--- config.mk ---
export PLATFORM = sky130hd
export DESIGN_NAME = lppdc_color
export DESIGN_NICKNAME = d
export VERILOG_FILES = /design/src/hdl/lppdc_pkg.sv /design/src/hdl/lppdc_color.sv
export SDC_FILE = /design/constraint.sdc
export NUM_CORES = 2
export LEC_CHECK = 0
export BUFFER_PORTS_ARGS = -buffer_cell sky130_fd_sc_hd__buf_4
export CORE_ASPECT_RATIO = 0.5
export CORE_MARGIN = 10
export CORE_UTILIZATION = 45
export CTS_CLUSTER_SIZE = 14
export DETAILED_ROUTE_END_ITERATION = 7
export GPL_TIMING_DRIVEN = 1
export SLEW_MARGIN = 20
export SYNTH_ARGS = -nofsm -noshare
export SYNTH_HDL_FRONTEND = slang
export SYNTH_SLANG_ARGS = --single-unit
--- constraint.sdc ---
create_clock -name i_clk -period 16.4 [get_ports i_clk]
set_input_delay 1.64 -clock i_clk [delete_from_list [all_inputs] [get_ports i_clk]]
set_output_delay 1.64 -clock i_clk [all_outputs]
set_load 0.05 [all_outputs]
--- src/hdl/lppdc_pkg.sv ---
// Package: shared constants, config indexes and saturation helpers for the point projector.
`default_nettype none
package lppdc_pkg;

    localparam int unsigned IMAGE_WIDTH_DEF  = 1920;
    localparam int unsigned IMAGE_HEIGHT_DEF = 1080;

    localparam int unsigned DIV_QBITS  = 33;              // quotient bits resolved per lane
    localparam int unsigned DIV_LAT    = DIV_QBITS + 2;   // setup + one bit per stage + sat
    localparam int unsigned DIST_LAT   = 12;
    localparam int unsigned COLOR_LAT  = 3;
    localparam int unsigned PIPE_LAT   = DIV_LAT + DIST_LAT;

    localparam logic signed [31:0] Z_MIN_RAW  = 32'sd6553;
    localparam logic [7:0]         BLUE_LEVEL = 8'd51;
    localparam logic signed [37:0] ONE_Q24    = 38'sd16777216;

    typedef enum logic [2:0] {
        REG_FOCAL_X   = 3'd0,
        REG_FOCAL_Y   = 3'd1,
        REG_CENTER_X  = 3'd2,
        REG_CENTER_Y  = 3'd3,
        REG_K1        = 3'd4,
        REG_K2        = 3'd5,
        REG_K3        = 3'd6,
        REG_INV_DEPTH = 3'd7
    } t_reg_idx;

    localparam logic [31:0] FOCAL_X_RST   = 32'd65536000;
    localparam logic [31:0] FOCAL_Y_RST   = 32'd65536000;
    localparam logic [31:0] CENTER_X_RST  = 32'd62914560;
    localparam logic [31:0] CENTER_Y_RST  = 32'd35389440;
    localparam logic [31:0] INV_DEPTH_RST = 32'd85899346;

    typedef struct packed {
        logic [31:0]        focal_x;
        logic [31:0]        focal_y;
        logic [31:0]        center_x;
        logic [31:0]        center_y;
        logic signed [31:0] k1;
        logic signed [31:0] k2;
        logic signed [31:0] k3;
    } t_cam_cfg;

    function automatic logic signed [31:0] sat32(input logic signed [63:0] v);
        logic signed [31:0] res;
        if (v > 64'sd2147483647) begin
            res = 32'sh7FFF_FFFF;
        end else if (v < -64'sd2147483648) begin
            res = 32'sh8000_0000;
        end else begin
            res = v[31:0];
        end
        return res;
    endfunction

    function automatic logic [30:0] usat31(input logic [63:0] v);
        logic [30:0] res;
        if (v > 64'h7FFF_FFFF) begin
            res = 31'h7FFF_FFFF;
        end else begin
            res = v[30:0];
        end
        return res;
    endfunction

endpackage
`default_nettype wire

--- src/hdl/lppdc_color.sv ---
// Depth test and depth-to-red mapping, three register stages.
`default_nettype none
module lppdc_color (
    input  wire logic               i_clk,
    input  wire logic               i_en,
    input  wire logic signed [31:0] i_z,
    input  wire logic [31:0]        i_inv_depth,
    output logic                    o_z_ok,
    output logic [7:0]              o_red
);
    import lppdc_pkg::*;

    logic [63:0] r1_prod;
    logic [32:0] r2_norm;
    logic [7:0]  r3_red;
    logic        r1_ok, r2_ok, r3_ok;
    logic [47:0] norm_raw;
    logic [40:0] scaled;

    assign norm_raw = r1_prod[63:16];
    assign scaled   = {r2_norm, 8'd0} - 41'(r2_norm);

    always_ff @(posedge i_clk) begin
        if (i_en) begin
            r1_prod <= i_z * i_inv_depth;
            r1_ok   <= i_z > Z_MIN_RAW;
            r2_norm <= (norm_raw > 48'h1_0000_0000) ? 33'h1_0000_0000 : norm_raw[32:0];
            r2_ok   <= r1_ok;
            r3_red  <= scaled[39:32];
            r3_ok   <= r2_ok;
        end
    end

    assign o_z_ok = r3_ok;
    assign o_red  = r3_red;
endmodule
`default_nettype wire

; ---- Word-level counts from Yosys, hierarchy flattened
; Cells that the tools add are included.
[word_totals]
register_bits = 108
input_bits = 66
out_inout_bits = 9
word_cells = 10
[op_classes]
add_sub_neg = 1
multipliers = 1
order_cmp = 2
[op_table]
columns = operator, n
row1 = $mul 32x32->64, 1
row2 = $gt 48x33->1 const B, 1
row3 = $sub 40x33->40, 1
row4 = $gt 32x14->1 const B, 1

; ---- Depth between registers and ports, before layout
[logic_depth]
depth_word = 1
ltp_mapped = 29

; ---- Worst setup path before layout
; Ideal clock, no wire load.
[synth_timing]
path_type = input port to flip-flop
from = input port i_z[16]
to = register r1_prod[63] (data pin)
setup_time_ns = 0.260
t_arrival_ns = 8.204
required_ns = 16.140
path_slack_ns = 7.937
path_stages = 24
n_path_buf = 2
cell_sequence = clkbuf_1 -> nand2_1 -> fa_1 -> inv_1 -> fa_1 -> inv_1 -> fa_1 -> inv_1 -> fa_1 -> inv_1 -> fa_1 -> fa_1 -> fa_1 -> fa_1 -> inv_1 -> ha_1 -> clkbuf_1 -> nand4_1 -> or4_1 -> o31a_2 -> o31ai_2 -> a221oi_2 -> o21bai_2 -> xnor2_1
[synth_between]
elab_chain_len = 1
[synth_lines]
columns = element, line
row1 = "start, declared", lppdc_color.sv:6  ; input wire logic signed [31:0] i_z,
row2 = $mul 32x32->64, lppdc_color.sv:25  ; r1_prod <= i_z * i_inv_depth;
row3 = "end signal, assigned", lppdc_color.sv:25
row4 = "end, declared", lppdc_color.sv:13  ; logic [63:0] r1_prod;
; Every way passes these cells.
; A chain may end at the register's enable or synchronous reset.

; ---- Worst setup path in the final report
[layout_timing]
from = input port i_inv_depth[8]
to = register r1_prod[63] (data pin)
[layout_between]
elab_chain_len = 1
[layout_lines]
columns = element, line
row1 = "start, declared", lppdc_color.sv:7  ; input wire logic [31:0] i_inv_depth,
row2 = $mul 32x32->64, lppdc_color.sv:25
; Every way passes these cells.

==> flow_metrics.env <==
export IMPL_drt_pre_antenna_iters=5
export IMPL_syn_nets=5218
export IMPL_gp_congestion=0.957
export IMPL_avgSynthCellArea_sq_um=9.36
export IMPL_final_cell_mix="inv_1, fa_1, and2_1"
export IMPL_grt_pass1_vias=28900
export IMPL_cp_arrival_ns=9.14
export IMPL_grt_pass1_wl_mm=157
export IMPL_area_growth_pct=3.73
export IMPL_critical_path_most_common_cell="fa_1"
export IMPL_synth_warnings=0
export IMPL_fin_setup_tns_ns=0
export IMPL_clk_pin_slew_ns=0.06
export IMPL_die_height_microns=223
export IMPL_ctsResizeCount=0
export IMPL_synth_main_ff_cell="edfxtp_1"
export IMPL_portBuffers=74
export IMPL_cp_num_buf_inv=3
export IMPL_diodes=0
export IMPL_end_kind="flip-flop"
export IMPL_yosys_area_top_type_share_pct=48.2
export IMPL_ff2ff_path_depth=10
export IMPL_fin_skew_ns=0.00875
export IMPL_layout_cells_most_common="inv_1"
export IMPL_worstMarginPinSlew_ns=0.925
export IMPL_cpMaxStageDelayCell="fa_1"
export IMPL_htreeDepth=3
export IMPL_r2r_start="r2_norm[8]"
export IMPL_cp_top_family="adder cells"
export IMPL_rsz0062_at_grt="no"
export IMPL_drc_errors=0
export IMPL_setup_viol=0
export IMPL_grt_overflow=0
export IMPL_wl_per_cell_microns=19.5
export IMPL_ys_ff_latch=92
export IMPL_ctsRootBufferMaster="clkbuf_16"
export IMPL_cts_tree="done"
export IMPL_timing_final_crit_share_pct=55.2
export IMPL_fillers=7820
export IMPL_die_x_microns=426
export IMPL_cp_required_ns=16.49
export IMPL_min_path_type="flip-flop to flip-flop"
export IMPL_post_cts_setup_buffer_count=0
export IMPL_critical_path_max_stage_delay_ns=0.58
export IMPL_core_sq_mm=0.0818
export IMPL_cts_hold_buf=0
export IMPL_avgViaCountPerCell=5.26
export IMPL_clk_insertion_delay_late_ns=0.35
export IMPL_reg2reg_to="o_red[2]"
export IMPL_wirelength_mm=96.4
export IMPL_clock_sinks=92
export IMPL_hpwlAfterDp_mm=77.7
export IMPL_synth_edf_count=92
export IMPL_synth_area_sq_mm=0.0372
export IMPL_fmax_ghz=0.111
export IMPL_die_area_sq_mm=0.0952
export IMPL_num_vias=26000
export IMPL_slew_headroom_pct=38.3
export IMPL_period_needed_ns=9.05
export IMPL_synthTopCellsByArea="fa_1, and2_1, ha_1"
export IMPL_layout_drive_gt1_share_pct=2.78
export IMPL_synth_cell_type_count=72
export IMPL_critPathMaxFanout=32
export IMPL_antenna_found_initial=1
export IMPL_run_status="completed"
export IMPL_grt_max_degree=73
export IMPL_whs_endpoint="r2_ok"
export IMPL_reg2reg_slack_ns=13.14
export IMPL_rows=74
export IMPL_cts_made_buffers=9
export IMPL_synth_cells=3972
export IMPL_drv_slew=0
export IMPL_fin_ws_ns=7.35
export IMPL_yosys_area_top_type="fa_1"
export IMPL_drv_cap=0
export IMPL_setup_worst_path_class="primary input to flip-flop"
export IMPL_critical_path_startpoint_type="primary input"
export IMPL_seq_area_frac_synth_pct=7.43
export IMPL_holdCritStartpoint="r1_ok"
export IMPL_whs_path_depth=0
export IMPL_antenna_left=0
export IMPL_grtUsageTotal_pct=20.7
export IMPL_pre_cts_ws_ns=7.03
export IMPL_clk_path_buf_depth=2
export IMPL_start_util_pct=45.5
export IMPL_path_cells="buf_4 > and2_1 > fa_1 > inv_1 > fa_1 > fa_1 > inv_1 > fa_1 > fa_1 > fa_1 > fa_1 > fa_1 > ha_1 > a21o_1 > o21bai_1 > or3_1 > a211oi_2 > o31a_2 > o31ai_2 > a221oi_2 > o21bai_2 > xnor2_1"
export IMPL_drt_iter0_drc=1447
export IMPL_hold_viol=0
export IMPL_io_pins=75
export IMPL_synthArstFlopShare_pct=0
export IMPL_nets=5087
## registers in the layout, summed over array words and instances, names as in the netlist
register	count
o_red	8
r2_norm	33
r1_ok	1
r2_ok	1
r1_prod	48
o_z_ok	1
## logic make-up after synthesis
logic type | after synthesis | share of synthesized area (%)
xor gates and xnor gates | 57 | 1.34
DFF | 92 | 7.43
buffers and inverters | 1147 | 11.6
AOI/OAI and AO/OA | 247 | 4.55
adders and majority gates | 1180 | 57.8
and+or+nand+nor | 1249 | 17.2
## metrics by stage
step	utilization (%)	area, sq um	cells	hold slack [ns]
floorplan	-	37200	3972	0.400
global placement	46.8	38300	4932	0.405
detailed placement	46.8	38300	4932	0.405
CTS	47.2	38500	4946	0.420
global route	47.2	38500	4946	0.439
finish	47.2	38500	4946	0.418
## worst max path at each step
stage / from / to / slack, ns / depth (start not counted)
floorplan: i_z[16] / r1_prod[63] / 7.94 / 24
global placement: i_inv_depth[8] / r1_prod[63] / 7.19 / 22
detailed placement: i_inv_depth[8] / r1_prod[63] / 7.03 / 22
CTS: i_inv_depth[8] / r1_prod[63] / 7.39 / 22
global route: i_z[15] / r1_prod[63] / 7.12 / 22
finish: i_inv_depth[8] / r1_prod[63] / 7.35 / 22
## Yosys cell counts (all sizes together), types with 4 or more instances
cell type	instances
a211o	5
a211oi	6
a21o	43
a21oi	78
a221oi	4
a31oi	8
and2	591
and3	12
buf	10
clkbuf	209
edfxtp	92
fa	895
ha	285
inv	928
nand2	528
nand3	16
nand4	23
nor2	33
nor3	9
nor4	17
o211ai	5
o21a	7
o21ai	36
o21bai	20
xnor2	35
xor2	22
## layout make-up
class | count | area, sq um | share of cell area (%)
sequential | 92 | 2760 | 7.17
multi-input combinational | 2733 | 30100 | 78.0
tap | 1102 | 1380 | 3.58
timing repair buffer | 77 | 578 | 1.50
clock buffer | 10 | 229 | 0.594
inverter | 928 | 3480 | 9.04
clock inverter | 4 | 42.5 | 0.110
## metal layers
metal	up-vias	share of wire, %	track usage, %
met1	13700	41	27.1
met2	751	50	35.8
met3	154	5.0	2.54
met4	0	3.5	6.58
met5	-	0	0
li1	11400	-	-
Power is not shown: default switching activity piles up to over one toggle a cycle in this logic, so the estimate is an artifact.
