### src/hdl/lppdc_pkg.sv
// Package: shared constants, config indexes and saturation helpers for the point projector.
`default_nettype none
package lppdc_pkg;

    localparam int unsigned IMAGE_WIDTH_DEF  = 1920;
    localparam int unsigned IMAGE_HEIGHT_DEF = 1080;

    localparam int unsigned DIV_QBITS  = 33;              // quotient bits resolved per lane
    localparam int unsigned DIV_LAT    = DIV_QBITS + 2;   // setup + one bit per stage + sat
    localparam int unsigned DIST_LAT   = 12;
    localparam int unsigned COLOR_LAT  = 3;
    localparam int unsigned PIPE_LAT   = DIV_LAT + DIST_LAT;

    localparam logic signed [31:0] Z_MIN_RAW  = 32'sd6553;
    localparam logic [7:0]         BLUE_LEVEL = 8'd51;
    localparam logic signed [37:0] ONE_Q24    = 38'sd16777216;

    typedef enum logic [2:0] {
        REG_FOCAL_X   = 3'd0,
        REG_FOCAL_Y   = 3'd1,
        REG_CENTER_X  = 3'd2,
        REG_CENTER_Y  = 3'd3,
        REG_K1        = 3'd4,
        REG_K2        = 3'd5,
        REG_K3        = 3'd6,
        REG_INV_DEPTH = 3'd7
    } t_reg_idx;

    localparam logic [31:0] FOCAL_X_RST   = 32'd65536000;
    localparam logic [31:0] FOCAL_Y_RST   = 32'd65536000;
    localparam logic [31:0] CENTER_X_RST  = 32'd62914560;
    localparam logic [31:0] CENTER_Y_RST  = 32'd35389440;
    localparam logic [31:0] INV_DEPTH_RST = 32'd85899346;

    typedef struct packed {
        logic [31:0]        focal_x;
        logic [31:0]        focal_y;
        logic [31:0]        center_x;
        logic [31:0]        center_y;
        logic signed [31:0] k1;
        logic signed [31:0] k2;
        logic signed [31:0] k3;
    } t_cam_cfg;

    function automatic logic signed [31:0] sat32(input logic signed [63:0] v);
        logic signed [31:0] res;
        if (v > 64'sd2147483647) begin
            res = 32'sh7FFF_FFFF;
        end else if (v < -64'sd2147483648) begin
            res = 32'sh8000_0000;
        end else begin
            res = v[31:0];
        end
        return res;
    endfunction

    function automatic logic [30:0] usat31(input logic [63:0] v);
        logic [30:0] res;
        if (v > 64'h7FFF_FFFF) begin
            res = 31'h7FFF_FFFF;
        end else begin
            res = v[30:0];
        end
        return res;
    endfunction

endpackage
`default_nettype wire

### src/hdl/lppdc_div.sv
// Pipelined restoring divider: (num * 2^24) / den, truncated, saturated to 32 bits.
`default_nettype none
module lppdc_div (
    input  wire logic               i_clk,
    input  wire logic               i_en,
    input  wire logic signed [31:0] i_num,
    input  wire logic signed [31:0] i_den,
    output logic signed [31:0]      o_quo
);
    import lppdc_pkg::*;

    localparam int unsigned NQ = DIV_QBITS;

    logic [31:0]   r_rem [0:NQ];
    logic [NQ-1:0] r_q   [0:NQ];
    logic [NQ-1:0] r_lo  [0:NQ];
    logic [31:0]   r_den [0:NQ];
    logic          r_neg [0:NQ];
    logic          r_ovf [0:NQ];
    logic signed [31:0] r_quo;

    logic [31:0] mag;
    assign mag = i_num[31] ? (32'd0 - i_num) : i_num;

    // setup: quotient bits above bit 32 are only checked for overflow
    always_ff @(posedge i_clk) begin
        if (i_en) begin
            r_rem[0] <= {9'd0, mag[31:9]};
            r_lo[0]  <= {mag[8:0], 24'd0};
            r_q[0]   <= '0;
            r_den[0] <= i_den;
            r_neg[0] <= i_num[31];
            r_ovf[0] <= ({9'd0, mag[31:9]} >= i_den);
        end
    end

    for (genvar k = 1; k <= NQ; k++) begin : g_step
        logic [32:0] trial;
        logic        ge;
        assign trial = {r_rem[k-1], r_lo[k-1][NQ-1]};
        assign ge    = trial >= {1'b0, r_den[k-1]};
        always_ff @(posedge i_clk) begin
            if (i_en) begin
                r_rem[k] <= ge ? 32'(trial - {1'b0, r_den[k-1]}) : trial[31:0];
                r_q[k]   <= {r_q[k-1][NQ-2:0], ge};
                r_lo[k]  <= {r_lo[k-1][NQ-2:0], 1'b0};
                r_den[k] <= r_den[k-1];
                r_neg[k] <= r_neg[k-1];
                r_ovf[k] <= r_ovf[k-1];
            end
        end
    end

    always_ff @(posedge i_clk) begin
        if (i_en) begin
            if (!r_neg[NQ]) begin
                if (r_ovf[NQ] || r_q[NQ] > 33'h0_7FFF_FFFF) begin
                    r_quo <= 32'sh7FFF_FFFF;
                end else begin
                    r_quo <= r_q[NQ][31:0];
                end
            end else begin
                if (r_ovf[NQ] || r_q[NQ] > 33'h0_8000_0000) begin
                    r_quo <= 32'sh8000_0000;
                end else begin
                    r_quo <= 32'd0 - r_q[NQ][31:0];
                end
            end
        end
    end

    assign o_quo = r_quo;
    // r_rem[NQ] is the final remainder; not needed downstream
endmodule
`default_nettype wire

### config.mk
export PLATFORM = sky130hd
export DESIGN_NAME = lppdc_div
export DESIGN_NICKNAME = d
export VERILOG_FILES = /design/src/hdl/lppdc_pkg.sv /design/src/hdl/lppdc_div.sv
export SDC_FILE = /design/constraint.sdc
export NUM_CORES = 2
export LEC_CHECK = 0
export BUFFER_PORTS_ARGS = -buffer_cell sky130_fd_sc_hd__clkbuf_2
export CAP_MARGIN = 20
export CORE_ASPECT_RATIO = 1.1
export CORE_UTILIZATION = 60
export DETAILED_ROUTE_END_ITERATION = 6
export GPL_TIMING_DRIVEN = 0
export PLACE_DENSITY = 0.76
export SYNTH_ARGS = -nofsm -noshare
export SYNTH_HDL_FRONTEND = slang
export SYNTH_MEMORY_MAX_BITS = 65536
export SYNTH_SLANG_ARGS = --single-unit
### constraint.sdc
create_clock -name i_clk -period 5.4 [get_ports i_clk]
set_clock_uncertainty 0.1 [all_clocks]
set_input_delay 0.81 -clock i_clk [delete_from_list [all_inputs] [get_ports i_clk]]
set_output_delay 0.81 -clock i_clk [all_outputs]
set_load 0.01 [all_outputs]
### Word level (Yosys, flattened, before mapping)

Memories as Yosys holds them, arrays and structs flattened.
Cells that the tools add are included.

| word-level totals | value |
|---|---|
| bits in latches | 0 |
| register bits after elaboration | 32 |
| RAM bits | 4454 |
| memories | 6 |
| output and inout port bits | 32 |
| ROM bits | 0 |

| operators by class | value |
|---|---|
| magnitude comparators | 36 |
| $add $sub $neg | 35 |
| mux-type cells | 39 |
| equality and inequality tests | 0 |
| divide/modulo/power cells | 0 |
| reduce and logical (&&, ||, !) cells | 2 |
| bitwise gates (word level) | 0 |
| multiply operators | 0 |
| shift-type cells | 0 |

Memories:

| name | depth | bits a word | read ports | clocked after Yosys merged registers in | wr ports | RTL line | text |
|---|---|---|---|---|---|---|---|
| r_q | 34 | 33 | 34 | 0 | 34 | lppdc_div.sv:15 | `logic [NQ-1:0] r_q [0:NQ];` |
| r_den | 34 | 32 | 33 | 0 | 34 | lppdc_div.sv:17 | `logic [31:0] r_den [0:NQ];` |
| r_lo | 34 | 32 | 33 | 0 | 34 | lppdc_div.sv:16 | `logic [NQ-1:0] r_lo [0:NQ];` |
| r_rem | 34 | 32 | 33 | 0 | 34 | lppdc_div.sv:14 | `logic [31:0] r_rem [0:NQ];` |
| r_neg | 34 | 1 | 34 | 0 | 34 | lppdc_div.sv:18 | `logic r_neg [0:NQ];` |
| r_ovf | 34 | 1 | 34 | 0 | 34 | lppdc_div.sv:19 | `logic r_ovf [0:NQ];` |

Operators by type and width:

| operator | count |
|---|---|
| two-way mux 32 bit | 37 |
| >= comparator 33 x 32 -> 1 bit | 33 |
| subtractor 32 bit | 33 |
| subtractor 1 x 32 -> 32 bit, first input constant | 2 |
| greater-than comparator 33 x 31 -> 1 bit, second input constant | 1 |
| greater-than comparator 33 x 32 -> 1 bit, second input constant | 1 |
| >= comparator 23 x 32 -> 1 bit | 1 |
| logical OR 1 bit | 2 |
| two-way mux 1 bit | 2 |

### Longest topological paths before layout

An unclocked memory read counts as a cell.

| logic depth | value |
|---|---|
| depth in word-level cells | 5 |
| depth in mapped cells | 17 |
| depth with buffers taken out | 17 |

### Worst setup path before layout

OpenSTA, ideal clock, no wires.

| path | value |
|---|---|
| path kind | input port to flip-flop |
| start point | in i_num[9] |
| end point | mem r_ovf[0], data pin |
| setup time | 0.257 ns |
| stages on the path | 16 |
| arrival time | 4.444 ns |
| path slack | 0.599 ns |
| cells stage by stage | or4_1 > or4_1 > or2_2 > or4_4 > o41ai_1 > xnor2_1 > ha_1 > a21o_1 > a21o_1 > a21oi_1 > nor2b_1 > o21ai_0 > nand2b_1 > a221oi_1 > a211o_1 > a21oi_1 |

RTL lines:

| item | RTL line | text |
|---|---|---|
| from (decl) | lppdc_div.sv:6 | `input wire logic signed [31:0] i_num,` |
| to (decl) | lppdc_div.sv:19 |  |

==> run metrics <==
antenna violations before repair=10; Slew HR=a little under a third; Final HPWL DP=about 290 mm; area of the multi-input gates=between 0.06 and 0.07 mm²; Routed WL=~380 mm; Synth Flop Type=edfxtp_1; Finished Core Util=66.69%; setup violators final=0; post-layout instance count excluding filler cells=around 17000; R2R cell count=14; CTS tree=done; Yosys cell types=between 100 and 150; Post-Place Setup Slack=-274.1 ps; net switching power=between 0.03 and 0.04 W; die height=roughly 530 µm; Switching Share=approximately two fifths; Max-cap violations=0; Synth Net Count=roughly 14000; Synth area leader=edfxtp_1; kind of critical path=reg2reg; cell internal pwr=approximately 0.063 W; I/O pins=slightly below 100; Worst Hold Launch=i_den[21]; vias per cell=about 6.0; cts bufs inserted=approximately 300; Final Cycle Share=between 90% and 100%; syn_area_per_cell=about 12 µm²; share of layout cells above drive strength 1=under 10%; # nets final=~15000; crit start category=register; setup slack, reg-to-reg=approximately 450 ps; num rows=roughly 190; Critical Path Slowest Stage Cell=a2111oi_1; remaining antenna violation count=0; DRT iter0 DRCs=about 8500; slowest stage delay, CP=~690 ps; fmax=approximately 0.2 GHz; Leak=between 60 and 70 nW; Clock H-tree levels=5; PD cells=606.9 mW/mm²; Worst Setup SP=r_den[20][1]; root buffer cell=clkbuf_16; CP cell instances=inv_1 > ha_1 > nor2b_1 > o2111a_1 > o41ai_1 > a2111oi_1 > nor3_1 > o31ai_1 > nor2b_1 > nor3_1 > o21ai_2 > buf_2 > buf_2 > a21oi_1; Yosys warning count=0; Critical Path RT=roughly 5900 ps; synthesized flop and latch total=around 2800; Reg power frac=35.1%; EDFF count, synth=2809; Worst-Margin Slew=between 1000 and 1500 ps; async set-or-reset flop fraction in the synthesized netlist=0%; vias in the first global route=roughly 100k; Final Hold Vio Count=0; status=finished clean; Die Wd=between 400 and 500 µm; Worst setup EP type=register; Cell Area, Synth=~0.15 mm²; clk slew on worst S/H paths=approximately 60 ps; Crit path arrival time=about 5400 ps; Wirelength per Cell=22.25 µm; fillcell total=roughly 18000; grt total ovfl=0; global placer's final weighted congestion=0.9595; Port Buf Inserts=a little under 100; Vias=about 100k; most area-consuming cells after synthesis=edfxtp_1 56%, ha_1 8.9%, inv_1 3.5%; synthesis-to-layout area growth=10.09%; worst min-delay path category=in2reg; first-pass GRT wire length=approximately 570 mm; placed cell count=around 16000; Gate power share=44.4%; largest net degree at the start of global routing=~140; DRT Pass-1 Iters=6; initial core utilization=60.58%; Period minus WS final=around 5000 ps; clock power share=20.6%; Mapped Cells=12980; RR Startpoint=r_den[20][1]; register area share after synthesis=55.79%; RSZ-0062 raised after global routing=no; total negative slack=0 ps; FF+latch area=~0.084 mm²; clock latency on the worst-skew pair=890 ps; worst vdd ir=about 0.0004 V; critical path fanouts, max=10; clk sinks=2809; fin. max-slew vios=0; GR Util All Layers=between 20 and 30%; DR DRC count=0; worst setup margin=between 400 and 500 ps; Placeable Area=roughly 0.25 mm²; DIE AREA=approximately 0.25 mm²; clock buffer depth=4; post-synth top area share=55.79%; hold depth=1
==> worst max-delay path: cells and delay by family, from the launching register on <==
family | cells | cell delay (ps)
adders and majority gates | 1 | 300
DFF | 1 | 430
AOI/OAI and AO/OA | 6 | 2210
buffers and inverters | 3 | 800
and+or+nand+nor | 4 | 810
==> metrics by stage <==
stage | hold WS, ps | power, W | area [µm²]
2_1_floorplan | 300.3 | 0.06649 | 151200
6_report | 57.97 | 0.1010 | 166500
5_1_grt | 26.25 | 0.1070 | 166500
3_3_place_gp | 300.2 | 0.08102 | 155800
4_1_cts | 2.573 | 0.1010 | 166400
3_5_place_dp | 304.5 | 0.07972 | 156600
==> power groups by stage <==
| stage | sequential (W) | combinational [W] | clock [W] |
|---|---|---|---|
| floorplan | 0.0337 | 0.0328 | 0 |
| global placement | 0.0380 | 0.0430 | 0 |
| detailed placement | 0.0357 | 0.0440 | 0 |
| CTS | 0.0354 | 0.0444 | 0.0212 |
| global route | 0.0358 | 0.0492 | 0.0220 |
| finish | 0.0354 | 0.0448 | 0.0208 |
==> cells in the mapped netlist (all sizes together), types with 120 or more instances <==
cell and number:
nand2 981, nor2b 158, o21bai 120, a21oi 957, nand4 146, o21ai 929
clkbuf 198, nor3 129, nand3 182, xnor2 541, ha 1073, mux2 386
edfxtp 2809, nor2 616, a21o 511, xor2 342, nand2b 165, inv 1403
==> area by class of cell <==
| type | count | area share [%] |
|---|---|---|
| Clock buffer | 348 | 4.656 |
| Tap cell | 3298 | 2.479 |
| Sequential cell | 2809 | 50.67 |
| Timing Repair Buffer | 129 | 0.7554 |
| Inverter | 1404 | 3.167 |
| Clock inverter | 184 | 1.254 |
| Antenna cell | 14 | 0.02105 |
| Buffer | 267 | 0.6682 |
| Multi-Input combinational cell | 8500 | 36.33 |
==> registers in the layout, indices dropped and copies added, names as in the netlist <==
signal and count:
r_den 1056, r_rem 1047, r_q 561, r_lo 45, r_neg 34, r_ovf 34, o_quo 32
==> final timing paths <==
| path | endpoint |
|---|---|
| min | r_den[0][21] |
| min reg2reg | r_q[32][5] |
| max | r_rem[21][2] |
| max reg2reg | r_rem[21][2] |
==> per-layer routing <==
layer | track usage (%) | up-vias | wire length, µm | part of all wire, %
met2 | 50.73 | 3395 | 186300 | 49
met1 | 36.30 | 49100 | 151000 | 40
met5 | 0 | - | 0 | 0
met4 | 13.44 | 0 | 19000 | 5.0
li1 | - | 48410 | - | -
met3 | 3.730 | 875 | 20860 | 5.5
==> cells in the final DEF (no fill, tap or decap), types with 45 or more instances in the layout <==
master,instances
xor2_1,342
nand3_1,182
buf_2,54
clkbuf_2,97
o21bai_1,120
a31oi_1,91
and3_1,98
clkbuf_1,242
clkinv_1,55
a21oi_1,956
a211oi_1,81
and2_1,49
nand4_1,146
clkbuf_16,303
nor3_1,128
mux2_2,348
inv_1,1403
nor4_1,51
nand2b_1,165
o21a_1,116
edfxtp_1,2809
nor2b_1,158
nor2_1,616
ha_1,1073
o211ai_1,45
o31ai_1,103
xnor2_1,541
nand2_1,979
or3_1,45
o21ai_0,908
a21o_1,511
a21boi_0,48
==> what timing repair did <==
action	4_1_cts	5_1_grt
buffers inserted	0	0
endpoints found under the hold margin	2	0
gates resized for setup	0	1
setup endpoints to repair	0	1
hold buffers	2	0
==> cell families after synthesis <==
kind of cell | synth area share, %
AO/OA/AOI/OAI | 13.81
flip-flops | 55.79
AND/OR/NAND/NOR | 8.686
buffers and inverters | 4.222
adder cells (fa/ha/maj) | 9.303
XOR/XNOR | 5.115
multiplexers | 3.078
Note: power is estimated with default switching activity, not from simulation.
